## src/rtl/prpd_pkg.sv

```systemverilog
`default_nettype none

package prpd_pkg;

    localparam int CODE_W = 8;
    localparam int PIX_W  = 16;
    localparam int DIM_W  = 8;
    localparam int POS_W  = 16;
    localparam int RUN_W  = 4;
    localparam int IDX_W  = 4;
    localparam int CFG_AW = 3;
    localparam int CFG_DW = 64;
    localparam int PAL_WORDS = 4;

    // Configuration register indexes.
    localparam logic [CFG_AW-1:0] REG_PAL0   = 3'd0;
    localparam logic [CFG_AW-1:0] REG_PAL1   = 3'd1;
    localparam logic [CFG_AW-1:0] REG_PAL2   = 3'd2;
    localparam logic [CFG_AW-1:0] REG_PAL3   = 3'd3;
    localparam logic [CFG_AW-1:0] REG_WIDTH  = 3'd4;
    localparam logic [CFG_AW-1:0] REG_HEIGHT = 3'd5;

    typedef enum logic [0:0] {
        ST_IDLE,
        ST_RUN
    } t_state;

    typedef struct packed {
        logic load;
        logic emit;
    } t_cmd;

    typedef struct packed {
        logic run_zero;
        logic last;
        logic out_free;
    } t_stat;

endpackage

`default_nettype wire

```

## src/rtl/prpd_ifs.sv

```systemverilog
`default_nettype none

interface prpd_code_if;
    logic                        valid;
    logic                        ready;
    logic [prpd_pkg::CODE_W-1:0] code_byte;

    modport source (output valid, output code_byte, input ready);
    modport sink   (input valid, input code_byte, output ready);
endinterface

interface prpd_pixel_if;
    logic                       valid;
    logic                       ready;
    logic [prpd_pkg::PIX_W-1:0] pixel_word;
    logic                       run_last;
    logic                       frame_last;

    modport source (output valid, output pixel_word, output run_last, output frame_last,
                    input ready);
    modport sink   (input valid, input pixel_word, input run_last, input frame_last,
                    output ready);
endinterface

`default_nettype wire

```

## src/rtl/palette_rle_pixel_decoder_top.sv

```systemverilog
// Run-length pixel decoder with a 16-entry palette. Each code byte beat
// carries a run length in bits 7:4 and a palette index in bits 3:0; the block
// emits one pixel beat per pixel of the run, with the colour bytes swapped,
// run_last on the final pixel of the run and frame_last on the pixel that
// completes a width x height image (the rest of that run is dropped and the
// position restarts). A code byte with run length zero is consumed and emits
// nothing. An accepted code byte then puts one pixel per cycle into the single
// output register while that register is free, as the receiver can stall it;
// the next code byte is accepted as soon as the last pixel of the run is in
// the output register. Palette and image size are to be written by the user
// through the configuration port while idle only; the block does not enforce
// this. The image size takes effect via r_total, registered from the sizes.
`default_nettype none

module palette_rle_pixel_decoder_top (
    input  wire                          i_clk,
    input  wire                          i_rst_n,
    input  wire                          i_cfg_we,
    input  wire  [prpd_pkg::CFG_AW-1:0]  i_cfg_idx,
    input  wire  [prpd_pkg::CFG_DW-1:0]  i_cfg_data,
    prpd_code_if.sink                    i_code,
    prpd_pixel_if.source                 o_pixel
);
    import prpd_pkg::*;

    t_cmd  cmd;
    t_stat stat;
    logic  in_ready;
    logic  out_valid;
    logic [PIX_W-1:0] pixel_word;
    logic  run_last;
    logic  frame_last;

    prpd_ctrl u_ctrl (
        .i_clk      (i_clk),
        .i_rst_n    (i_rst_n),
        .i_in_valid (i_code.valid),
        .o_in_ready (in_ready),
        .i_stat     (stat),
        .o_cmd      (cmd)
    );

    prpd_dp u_dp (
        .i_clk        (i_clk),
        .i_rst_n      (i_rst_n),
        .i_cfg_we     (i_cfg_we),
        .i_cfg_idx    (i_cfg_idx),
        .i_cfg_data   (i_cfg_data),
        .i_code_byte  (i_code.code_byte),
        .i_cmd        (cmd),
        .o_stat       (stat),
        .o_out_valid  (out_valid),
        .i_out_ready  (o_pixel.ready),
        .o_pixel_word (pixel_word),
        .o_run_last   (run_last),
        .o_frame_last (frame_last)
    );

    assign i_code.ready       = in_ready;
    assign o_pixel.valid      = out_valid;
    assign o_pixel.pixel_word = pixel_word;
    assign o_pixel.run_last   = run_last;
    assign o_pixel.frame_last = frame_last;

endmodule

`default_nettype wire

```

## src/rtl/prpd_ctrl.sv

```systemverilog
`default_nettype none

module prpd_ctrl (
    input  wire             i_clk,
    input  wire             i_rst_n,
    input  wire             i_in_valid,
    output logic            o_in_ready,
    input  prpd_pkg::t_stat i_stat,
    output prpd_pkg::t_cmd  o_cmd
);
    import prpd_pkg::*;

    t_state r_state;
    t_state n_state;

    always_ff @(posedge i_clk) begin
        if (!i_rst_n) begin
            r_state <= ST_IDLE;
        end else begin
            r_state <= n_state;
        end
    end

    always_comb begin
        n_state    = r_state;
        o_in_ready = 1'b0;
        o_cmd      = '0;
        unique case (r_state)
            ST_IDLE: begin
                o_in_ready = 1'b1;
                if (i_in_valid) begin
                    o_cmd.load = 1'b1;
                    // A code byte with an empty run produces nothing.
                    if (!i_stat.run_zero) begin
                        n_state = ST_RUN;
                    end
                end
            end
            ST_RUN: begin
                if (i_stat.out_free) begin
                    o_cmd.emit = 1'b1;
                    if (i_stat.last) begin
                        n_state = ST_IDLE;
                    end
                end
            end
            default: begin
                n_state = ST_IDLE;
            end
        endcase
    end

endmodule

`default_nettype wire

```

## src/rtl/prpd_dp.sv

```systemverilog
`default_nettype none

module prpd_dp (
    input  wire                          i_clk,
    input  wire                          i_rst_n,
    input  wire                          i_cfg_we,
    input  wire  [prpd_pkg::CFG_AW-1:0]  i_cfg_idx,
    input  wire  [prpd_pkg::CFG_DW-1:0]  i_cfg_data,
    input  wire  [prpd_pkg::CODE_W-1:0]  i_code_byte,
    input  prpd_pkg::t_cmd               i_cmd,
    output prpd_pkg::t_stat              o_stat,
    output logic                         o_out_valid,
    input  wire                          i_out_ready,
    output logic [prpd_pkg::PIX_W-1:0]   o_pixel_word,
    output logic                         o_run_last,
    output logic                         o_frame_last
);
    import prpd_pkg::*;

    logic [CFG_DW-1:0] r_pal [PAL_WORDS];
    logic [DIM_W-1:0]  r_width;
    logic [DIM_W-1:0]  r_height;
    logic [POS_W-1:0]  r_total;
    logic [POS_W-1:0]  r_pos;
    logic [PIX_W-1:0]  r_word;
    logic [RUN_W-1:0]  r_left;
    logic              r_out_valid;
    logic [PIX_W-1:0]  r_out_word;
    logic              r_out_run_last;
    logic              r_out_frame_last;

    logic [IDX_W-1:0]  idx;
    logic [CFG_DW-1:0] pal_word;
    logic [PIX_W-1:0]  colour;
    logic              frame_end;
    logic              last;

    always_ff @(posedge i_clk) begin
        if (!i_rst_n) begin
            for (int k = 0; k < PAL_WORDS; k++) begin
                r_pal[k] <= '0;
            end
            r_width  <= DIM_W'(1);
            r_height <= DIM_W'(1);
        end else if (i_cfg_we) begin
            case (i_cfg_idx) inside
                REG_PAL0, REG_PAL1, REG_PAL2, REG_PAL3: r_pal[i_cfg_idx[1:0]] <= i_cfg_data;
                REG_WIDTH:  r_width  <= i_cfg_data[DIM_W-1:0];
                REG_HEIGHT: r_height <= i_cfg_data[DIM_W-1:0];
                default: ;
            endcase
        end
    end

    // Image size is registered from the dimension registers; the user must change
    // those only while the block is idle, which the block does not enforce.
    always_ff @(posedge i_clk) begin
        if (!i_rst_n) begin
            r_total <= POS_W'(1);
        end else begin
            r_total <= POS_W'(r_width) * POS_W'(r_height);
        end
    end

    assign idx      = i_code_byte[IDX_W-1:0];
    assign pal_word = r_pal[idx[3:2]];
    assign colour   = pal_word[idx[1:0]*PIX_W +: PIX_W];

    always_ff @(posedge i_clk) begin
        if (i_cmd.load) begin
            r_word <= {colour[7:0], colour[15:8]};
        end
    end

    assign frame_end = ({1'b0, r_pos} + 17'd1) >= {1'b0, r_total};
    assign last      = frame_end || (r_left == RUN_W'(1));

    always_ff @(posedge i_clk) begin
        if (!i_rst_n) begin
            r_left <= '0;
            r_pos  <= '0;
        end else if (i_cmd.load) begin
            r_left <= i_code_byte[CODE_W-1:IDX_W];
        end else if (i_cmd.emit) begin
            r_left <= r_left - RUN_W'(1);
            r_pos  <= frame_end ? '0 : r_pos + POS_W'(1);
        end
    end

    always_ff @(posedge i_clk) begin
        if (!i_rst_n) begin
            r_out_valid <= 1'b0;
        end else if (i_cmd.emit) begin
            r_out_valid <= 1'b1;
        end else if (i_out_ready) begin
            r_out_valid <= 1'b0;
        end
    end

    always_ff @(posedge i_clk) begin
        if (i_cmd.emit) begin
            r_out_word       <= r_word;
            r_out_run_last   <= last;
            r_out_frame_last <= frame_end;
        end
    end

    assign o_stat.run_zero = (i_code_byte[CODE_W-1:IDX_W] == '0);
    assign o_stat.last     = last;
    assign o_stat.out_free = !r_out_valid || i_out_ready;

    assign o_out_valid  = r_out_valid;
    assign o_pixel_word = r_out_word;
    assign o_run_last   = r_out_run_last;
    assign o_frame_last = r_out_frame_last;

endmodule

`default_nettype wire

```

## src/flat_wrapper.sv

```systemverilog
// flat-port wrapper written by rule: the top's interface ports become plain ports
module palette_rle_pixel_decoder_top_flat import prpd_pkg::*;
  (i_clk, i_rst_n, i_cfg_we, i_cfg_idx, i_cfg_data, i_code_valid, i_code_code_byte, i_code_ready, o_pixel_valid, o_pixel_pixel_word, o_pixel_run_last, o_pixel_frame_last, o_pixel_ready);
  prpd_code_if i_code_i ();
  prpd_pixel_if o_pixel_i ();
  input  wire i_clk;
  input  wire i_rst_n;
  input  wire i_cfg_we;
  input  wire  [prpd_pkg::CFG_AW-1:0] i_cfg_idx;
  input  wire  [prpd_pkg::CFG_DW-1:0] i_cfg_data;
  input wire logic [$bits(i_code_i.valid)-1:0] i_code_valid;
  input wire logic [$bits(i_code_i.code_byte)-1:0] i_code_code_byte;
  output wire logic [$bits(i_code_i.ready)-1:0] i_code_ready;
  output wire logic [$bits(o_pixel_i.valid)-1:0] o_pixel_valid;
  output wire logic [$bits(o_pixel_i.pixel_word)-1:0] o_pixel_pixel_word;
  output wire logic [$bits(o_pixel_i.run_last)-1:0] o_pixel_run_last;
  output wire logic [$bits(o_pixel_i.frame_last)-1:0] o_pixel_frame_last;
  input wire logic [$bits(o_pixel_i.ready)-1:0] o_pixel_ready;
  assign i_code_i.valid = i_code_valid;
  assign i_code_i.code_byte = i_code_code_byte;
  assign i_code_ready = i_code_i.ready;
  assign o_pixel_valid = o_pixel_i.valid;
  assign o_pixel_pixel_word = o_pixel_i.pixel_word;
  assign o_pixel_run_last = o_pixel_i.run_last;
  assign o_pixel_frame_last = o_pixel_i.frame_last;
  assign o_pixel_i.ready = o_pixel_ready;
  palette_rle_pixel_decoder_top u_core (.i_clk(i_clk), .i_rst_n(i_rst_n), .i_cfg_we(i_cfg_we), .i_cfg_idx(i_cfg_idx), .i_cfg_data(i_cfg_data), .i_code(i_code_i), .o_pixel(o_pixel_i));
endmodule
```

## config.mk

```make
export PLATFORM = sky130hd
export DESIGN_NAME = palette_rle_pixel_decoder_top_flat
export DESIGN_NICKNAME = d
export VERILOG_FILES = /design/src/rtl/prpd_pkg.sv /design/src/rtl/prpd_ifs.sv /design/src/rtl/palette_rle_pixel_decoder_top.sv /design/src/rtl/prpd_ctrl.sv /design/src/rtl/prpd_dp.sv /design/src/flat_wrapper.sv
export SDC_FILE = /design/constraint.sdc
export NUM_CORES = 1
export LEC_CHECK = 0
export BUFFER_PORTS_ARGS = -buffer_cell sky130_fd_sc_hd__clkbuf_2
export CORE_MARGIN = 5
export CORE_UTILIZATION = 25
export DETAILED_ROUTE_END_ITERATION = 8
export HOLD_SLACK_MARGIN = 0.1
export SLEW_MARGIN = 30
export SYNTH_ARGS = -nofsm -noshare
export SYNTH_HDL_FRONTEND = slang
export SYNTH_HIERARCHICAL = 1
export SYNTH_SLANG_ARGS = --single-unit
```

## constraint.sdc

```tcl
create_clock -name i_clk -period 8.7 [get_ports i_clk]
set_input_delay 1.305 -clock i_clk [delete_from_list [all_inputs] [get_ports i_clk]]
set_output_delay 1.305 -clock i_clk [all_outputs]
set_load 0.01 [all_outputs]
```

# Yosys cells after proc, flatten, opt, wreduce, memory -nomap -nowiden
# Memories as Yosys holds them, arrays and structs flattened.
# Cells that the tools add are included.
[word_totals]
ff_bits = 88
ram_bits = 256
output_inout_bits = 20
memories = 1
[op_classes]
n_addsub = 3
mul = 1
n_lt_le_gt_ge = 1
n_eq_ne = 6
shift = 1
muxes = 23
n_bitwise = 4
reduce_logical = 12
[mem_list]
columns = ["memory", "depth", "word_bits", "rd", "rd_clocked_by_memory_dff", "write_ports", "line_no", "source"]
rows = [
  ["u_core.u_dp.r_pal", 4, 64, 1, 0, 4, "prpd_dp.sv:20", "logic [CFG_DW-1:0] r_pal [PAL_WORDS];"],
]
[op_table]
columns = ["op", "n"]
rows = [
  ["two-way mux 64 bit", 1],
  ["OR reduction 64 bit", 1],
  ["variable part select 64 x 7 -> 16 bit", 1],
  ["adder 16 x 1 -> 17 bit (second input constant)", 1],
  ["greater-or-equal comparator 17 x 16 -> 1 bit", 1],
  ["two-way mux 1 bit", 17],
  ["adder 16 x 1 -> 16 bit (second input constant)", 1],
  ["multiplier 8 x 8 -> 16 bit", 1],
  ["two-way mux 16 bit", 1],
  ["two-way mux 4 bit", 2],
  ["== test 3 x 2 -> 1 bit (second input constant)", 2],
  ["== test 3 bit (second input constant)", 2],
  ["== test 4 x 1 -> 1 bit (second input constant)", 1],
  ["logical NOT 4 bit", 1],
  ["inverter 1 bit", 4],
  ["AND reduction 4 bit", 1],
  ["nonzero test 2 bit", 2],
  ["OR reduction 4 bit", 1],
  ["subtractor 4 x 1 -> 4 bit (second input constant)", 1],
  ["== test 3 x 1 -> 1 bit (second input constant)", 1],
  ["logical NOT 3 bit", 1],
  ["AND reduction 3 bit", 1],
  ["logical OR 1 bit", 2],
  ["two-way mux 2 bit", 1],
  ["3 further kinds", 3],
]

# Depth between registers and ports, before layout
# Gate-level depths: netlist (run 1).
[depth]
depth_word = 8
ltp_mapped = 17
mapped_depth_nobuf = 16

# Modules after synthesis
# The synthesis (run 1) kept the hierarchy.
[modules_own_cells]
columns = ["module", "instances", "cells_each", "area_per_inst_um2", "seq_area_each_um2"]
rows = [
  ["prpd_dp", 1, 1307, 16623.4, 9769.4],
  ["prpd_ctrl", 1, 7, 57.6, 20.0],
]

# Worst setup path after synthesis (run 1)
# OpenSTA, ideal clock, no wires.
[synth_timing]
kind = "input -> register"
from = "input i_cfg_idx[0] in the netlist's numbering"
to = "memory u_core.u_dp.r_pal[0][0], enable pin"
setup_time_ns = 0.574
arrival_ns = 6.334
setup_slack_ns = 1.792
stages = 3
path_buffers = 1
cell_sequence = "or2_2 -> clkbuf_1 -> o21ai_0"
[synth_lines]
columns = ["element", "line_no", "source"]
rows = [
  ["from (decl)", "flat_wrapper.sv:9", "input wire [prpd_pkg::CFG_AW-1:0] i_cfg_idx;"],
  ["to (decl)", "prpd_dp.sv:20", ""],
]

# Final worst setup path (run 1)
[layout_timing]
from = "register u_core.u_dp.r_height[4]"
to = "register u_core.u_dp.r_total[14]"
[layout_via]
elab_chain_cells = 1
[layout_lines]
columns = ["element", "line_no", "source"]
rows = [
  ["from (decl)", "prpd_dp.sv:22", "logic [DIM_W-1:0] r_height;"],
  ["from (signal assigned)", "prpd_dp.sv:49", "REG_HEIGHT: r_height <= i_cfg_data[DIM_W-1:0];"],
  ["multiplier 8 x 8 -> 16 bit", "prpd_dp.sv:61", "r_total <= POS_W'(r_width) * POS_W'(r_height);"],
  ["to (signal assigned)", "prpd_dp.sv:61", ""],
  ["to (decl)", "prpd_dp.sv:23", "logic [POS_W-1:0] r_total;"],
]
# Every way passes these cells.
# A chain may end at the register's enable or synchronous reset.

==> flow_metrics.tcl, run 1 <==
set metrics [dict create \
    core_um2 66000 \
    place.gp.congestion 0.871 \
    worstPathRequired_ns 9.17 \
    fin_tns_setup_ns 0 \
    nets 1572 \
    start_kind "flip-flop" \
    synth_compound_area_share_pct 3.50 \
    cap_violations 0 \
    clkTransAtPathRegs_ns 0.06 \
    r2r-start "u_core/u_dp/r_height[4]" \
    crit_path_end "u_core/u_dp/r_total[14]" \
    drv_slew 0 \
    antenna_cells 0 \
    die_y_um 268 \
    fmax_ghz 0.228 \
    die_w_um 268 \
    synthTopCellsByArea "edfxtp_1 52%, mux4_2 11%, dfxtp_1 6.5%" \
    cts_buffers 37 \
    ff2ff_path_depth 16 \
    cp_common_cell "inv_1" \
    slew_headroom_pct 34.8 \
    skew_ns 0.0188 \
    slowest_delay_ns 0.53 \
    pin_count 100 \
    synth.area.mux_share_pct 11.0 \
    synth_area_per_cell_um2 12.7 \
    use_met3_pct 2.20 \
    synth_cells 1314 \
    worst_setup_path_end_kind "flip-flop" \
    synth-adder-area-share_pct 8.45 \
    setup_viol 0 \
    met2_usage_pct 19.0 \
    cts-root-buf "clkbuf_16" \
    synth-edff-count 290 \
    swShare_pct 23.3 \
    hold_buffers 0 \
    worstSkewPairLatency_ns 0.54 \
    cts_sinks 344 \
    async_reset_ff_share_pct 0 \
    fin_worst_hold_slack_ns 0.419 \
    critical_path_class "reg2reg" \
    synthesis.area_um2 16700 \
    min_period_ns 4.38 \
    hold_class "reg2reg" \
    min_from "u_core/u_dp/r_word[12]" \
    critical_path.cell_chain "and2_1 -> fa_1 -> inv_1 -> fa_1 -> inv_1 -> fa_1 -> inv_1 -> fa_1 -> inv_1 -> ha_1 -> inv_1 -> o21ai_0 -> a31oi_1 -> a22oi_1 -> a221oi_1 -> mux2i_1" \
    hold_viol 0 \
    netlist.area_leader.share_pct 52.2 \
    routed_wl_um 41400 \
    synth-xor-area-share_pct 1.21 \
    leakage_nw 7.52 \
    port_buffers 99 \
    tightest_slew_ns 0.978 \
    critPathMaxFanout 9 \
    htree_levels 2 \
    synth-seq-cells 344 \
    cts_tree "yes" \
    drt_first_pass_iters 5 \
    start_util_pct 25.3 \
    rsz0062_at_grt "false" \
    yosys.area_share.simple_pct 12.5 \
    antenna_found_initial 3 \
    synth_top_family_by_area "simple AND/OR/NAND/NOR gates" \
    yosys.area.top_type "edfxtp_1" \
    reg2reg_to "u_core/u_dp/r_total[14]" \
    cts-resized-gates 0 \
    switchingPower_w 0.000876 \
    drt_drc_violations_left 0 \
    grt_usage_pct 11.4 \
    max-vdd-ir-drop_mv 0.129 \
    ys_warn_count 6 \
    grt_max_degree 68 \
    drive_above_1_share_pct 18.3 \
    combPwrFrac_pct 8.1 \
    p_clk_share_pct 40.4 \
    dp_hpwl_um 25700 \
    placementRows 94 \
    grt_pass1_wl_um 63700 \
    regToRegSetupSlack_ns 4.32 \
    arrival_ns 4.85 \
    crit_start "u_core/u_dp/r_height[4]" \
    p_seq_share_pct 51.5 \
    status "completed" \
    p_per_area_nw_per_um2 195 \
    post-cts-setup-buffers 0 \
    power.internal_w 0.00289 \
    grt_pass1_vias 10862 \
    synthToLayoutAreaGrowth_pct 16.0 \
    grt_overflow 0 \
    period_share_pct 50.4 \
    die_area_um2 72000 \
    wire_per_inst_um 18.1 \
    ys_seq_area_share_pct 58.7 \
    busiest_layer "met2" \
    drtIter0Drc 684 \
    ys.flop_type "edfxtp_1" \
    vias 10313 \
    grtUsageMet1_pct 15.8 \
    slowest_stage "fa_1" \
    routed_via_density 4.50 \
    synth_fp_nets 1485 \
    cts_max_path_buffers 3 \
    ant_nets 0 \
    synth_cell_types 49 \
]
## per-layer routing
layer	routed length, um	share of wire, %
met5	31	0.075
met4	626	1.5
met3	2690	6.5
met2	19600	47
met1	18500	45
## worst min path at each step
stage	to	slack (ns)	depth (start not counted)
6_report	u_core/u_dp/o_pixel_word[12]	0.42	0
3_5_place_dp	u_core/u_dp/o_pixel_word[12]	0.41	0
5_1_grt	u_core/u_dp/o_pixel_word[11]	0.42	0
3_3_place_gp	u_core/u_dp/o_pixel_word[10]	0.40	0
2_1_floorplan	u_core/u_dp/o_pixel_word[0]	0.40	0
4_1_cts	u_core/u_dp/o_pixel_word[12]	0.42	0
## critical path: cells and delay by family (launching register included)
family | cells | cell delay (ns)
compound gates | 4 | 0.83
mux | 1 | 0.21
fa+ha+maj | 5 | 2.38
flops | 1 | 0.41
simple gates | 1 | 0.21
buf+inv | 5 | 0.26
## layout by cell type (no fill, tap or decap), drive strengths merged, types with 4 or more instances in the layout
cell type	count
ha	55
clkinv	18
dfxtp	54
nor4b	5
xor2	10
o211ai	8
nor2	226
a31oi	5
fa	36
clkbuf	141
nand2	147
a22o	6
edfxtp	290
nor2b	6
buf	17
nor3	4
inv	136
nand3	10
a21o	6
nand2b	8
o21ai	23
a21oi	34
and2	51
xnor2	13
mux4	80
and3	6
## cell type report
cell class | count | area, um2
Clock buffer | 44 | 973
Inverter | 135 | 507
Tap cell | 864 | 1080
Sequential cell | 344 | 9790
Fill cell | 6700 | 46600
Multi-Input combinational cell | 769 | 6180
Clock inverter | 22 | 181
Timing Repair Buffer | 114 | 638
## cells in the mapped netlist, types with 2 or more instances
cell	instances
edfxtp_1	290
nor2_1	226
nand2_1	147
inv_1	134
mux4_2	80
ha_1	55
dfxtp_1	54
and2_1	51
clkbuf_1	47
fa_1	36
a21oi_1	34
o21ai_0	23
xnor2_1	13
buf_2	12
xor2_1	10
nand3_1	9
nand2b_1	8
o211ai_1	8
a21o_1	6
a22o_1	6
and3_1	6
nor2b_1	6
a31oi_1	5
nor4b_1	5
buf_1	4
nor3_1	4
and4b_1	3
nor4_1	3
o21a_1	3
or2_2	3
a211oi_1	2
and4_1	2
buf_4	2
mux2i_1	2
## through the flow
step,worst slack (ns),cell area [um2],std cells,power [W],util [%]
floorplan,1.79,16700,1314,0.00216,-
global placement,4.30,18100,2225,0.00227,27.5
detailed placement,4.33,18200,2225,0.00228,27.5
CTS,4.29,19300,2291,0.00381,29.3
global route,4.03,19300,2292,0.00391,29.3
finish,4.32,19300,2292,0.00376,29.3
## sequential cells by signal, indices dropped and copies added, names as in the netlist
name	cells
u_core/u_ctrl/r_state	1
u_core/u_dp/r_height	8
u_core/u_dp/r_left	4
u_core/u_dp/o_out_valid	1
u_core/u_dp/o_run_last	1
u_core/u_dp/o_frame_last	1
u_core/u_dp/r_total	16
u_core/u_dp/r_width	8
u_core/u_dp/o_pixel_word	16
u_core/u_dp/r_pal	256
u_core/u_dp/r_word	16
u_core/u_dp/r_pos	16
## power groups by stage
stage	Clock (W)	Combinational [W]	Sequential, W
2_1_floorplan	0	0.000187	0.00197
3_3_place_gp	0	0.000307	0.00197
3_5_place_dp	0	0.000311	0.00197
4_1_cts	0.00156	0.000312	0.00194
5_1_grt	0.00163	0.000332	0.00195
6_report	0.00152	0.000306	0.00194
## cell families (layout without fill, tap and decap cells)
| family | after synthesis | count (layout) |
|---|---|---|
| simple gates | 477 | 477 |
| mux | 83 | 83 |
| flops | 344 | 344 |
| buf+inv | 201 | 315 |
| fa+ha+maj | 91 | 91 |
| compound gates | 95 | 95 |
| xor+xnor | 23 | 23 |
Note: power is estimated with default switching activity, not from simulation.
==> run 2: changes to the inputs <==
==> constraint.sdc (replaced) <==
create_clock -name i_clk -period 3.7 [get_ports i_clk]
set_input_delay 0.555 -clock i_clk [delete_from_list [all_inputs] [get_ports i_clk]]
set_output_delay 0.555 -clock i_clk [all_outputs]
set_load 0.01 [all_outputs]
==> flow_metrics.tcl, run 2 (synthesis gave the netlist of run 1 again) <==
set metrics [dict create \
    tightest_slew_ns 0.966 \
    grt_pass1_vias 10848 \
    worstSkewPairLatency_ns 0.56 \
    final_cell_mix "290 x edfxtp_1, 224 x nor2_1, 145 x nand2_1" \
    hold_buffers 0 \
    grt_pass1_wl_um 63700 \
    setup_slack_ns -0.202 \
    worst_setup_path_end_kind "flip-flop" \
    routed_wl_um 41700 \
    fmax_ghz 0.256 \
    worstPathRequired_ns 4.12 \
    clkTransAtPathRegs_ns 0.06 \
    met2_usage_pct 19.1 \
    port_buffers 99 \
    setup_viol 8 \
    use_met3_pct 2.22 \
    nets 1617 \
    period_share_pct 105 \
    routed_via_density 4.47 \
    hold_class "in2reg" \
    pin_count 100 \
    placementRows 94 \
    antenna_found_initial 2 \
    min_from "i_code_code_byte[6]" \
    drt_drc_violations_left 0 \
    start_kind "flip-flop" \
    wire_per_inst_um 17.8 \
    cts_sinks 344 \
    rsz0062_at_grt "true" \
    place.gp.congestion 0.824 \
    status "finished with violations" \
    cts-root-buf "clkbuf_16" \
    grt_usage_pct 11.4 \
    violations "negative setup slack" \
    antenna_cells 0 \
    nFillCells 6632 \
    cts_buffers 35 \
    vias 10450 \
    grt_max_degree 65 \
    p_per_area_nw_per_um2 448 \
    max-vdd-ir-drop_mv 0.268 \
    cap_violations 0 \
    critical_path_class "reg2reg" \
    htree_levels 2 \
    fin_util_pct 30.3 \
    die_y_um 268 \
    critPathMaxFanout 4 \
    core_um2 66000 \
    cts_tree "yes" \
    hold_viol 0 \
    fin_tns_setup_ns -1.19 \
    dp_hpwl_um 27000 \
    die_area_um2 72000 \
    skew_ns 0.0251 \
    ff2ff_path_depth 16 \
    synthToLayoutAreaGrowth_pct 19.9 \
    min_period_ns 3.90 \
    p_total_w 0.00896 \
    whs_path_depth 3 \
    ant_nets 0 \
    largest_reg_flops 256 \
    arrival_ns 4.32 \
    pre_cts_ws_ns -0.282 \
    top_register "u_core/u_dp/r_pal" \
    slew_headroom_pct 35.6 \
    grtUsageMet1_pct 15.6 \
    drive_above_1_share_pct 23.6 \
    r2r-start "u_core/u_dp/r_width[5]" \
    cts_max_path_buffers 3 \
    grt_overflow 0 \
    die_w_um 268 \
    drtIter0Drc 724 \
    crit_start "u_core/u_dp/r_width[5]" \
    layout_commonest_cell "edfxtp_1" \
    drv_slew 0 \
    drt_first_pass_iters 7 \
    leakage_nw 7.80 \
    start_util_pct 25.3 \
    busiest_layer "met2" \
]
[run 2: cell count changes in the layout (fill, tap and decap cells not counted), sizes merged]
cell	change
inv	+3
clkinvlp	-1
bufinv	+3
clkinv	-4
buf	+47
clkbuf	-3
[run 2: final timing paths]
path              slack (ns)                          end
hold reg to reg         0.41  u_core/u_dp/o_pixel_word[5]
hold / removal          0.27        u_core/u_dp/r_left[2]
setup reg to reg       -0.20      u_core/u_dp/r_total[13]
setup / recovery       -0.20      u_core/u_dp/r_total[13]
[run 2: cell type report]
type	count	area [um2]	area share, %
Clock inverter	23	279	1.39
Multi-Input combinational cell	769	6340	31.7
Tap cell	864	1080	5.40
Inverter	135	507	2.53
Clock buffer	41	902	4.51
Sequential cell	344	9800	49.0
Timing Repair Buffer	161	1090	5.47
[run 2: routing by layer]
layer  up-vias  wire length, um
met2       257            20000
met1      5300            18800
met3        47             2260
li1       4842                -
met4         4              571
met5         -               14
[run 2: through the flow]
step / cells / hold slack (ns) / area [um2]
final: 2337 / 0.267 / 20000
after global routing: 2337 / 0.270 / 20000
after CTS: 2334 / 0.244 / 19900
after detailed placement: 2269 / 0.409 / 18700
after global placement: 2269 / 0.403 / 18700
after floorplan: 1314 / 0.400 / 16800
[run 2: worst max-delay path, stage by stage (launching register included)]
cell,delay (ns)
dfxtp_2,0.32
and2_4,0.15
fa_1,0.56
inv_2,0.05
fa_1,0.52
inv_1,0.05
fa_1,0.47
inv_1,0.04
fa_1,0.49
inv_2,0.05
ha_4,0.28
o21a_1,0.17
o31ai_4,0.10
a21oi_4,0.23
o21ai_1,0.11
xor2_1,0.16
nor2_1,0.05
[run 2: report_power, final]
| part | total [W] | internal, W | switching [W] |
|---|---|---|---|
| Sequential | 0.00455 | 0.00447 | 0.0000759 |
| Combinational | 0.000758 | 0.000313 | 0.000445 |
| Clock | 0.00366 | 0.00213 | 0.00153 |
[run 2: repair_timing]
action                                  4_1_cts  5_1_grt
buffers inserted                              1        3
endpoints found under the setup margin        8        8
cloned                                        0        0
pin swaps                                    10       10
gates resized for setup                      15       16
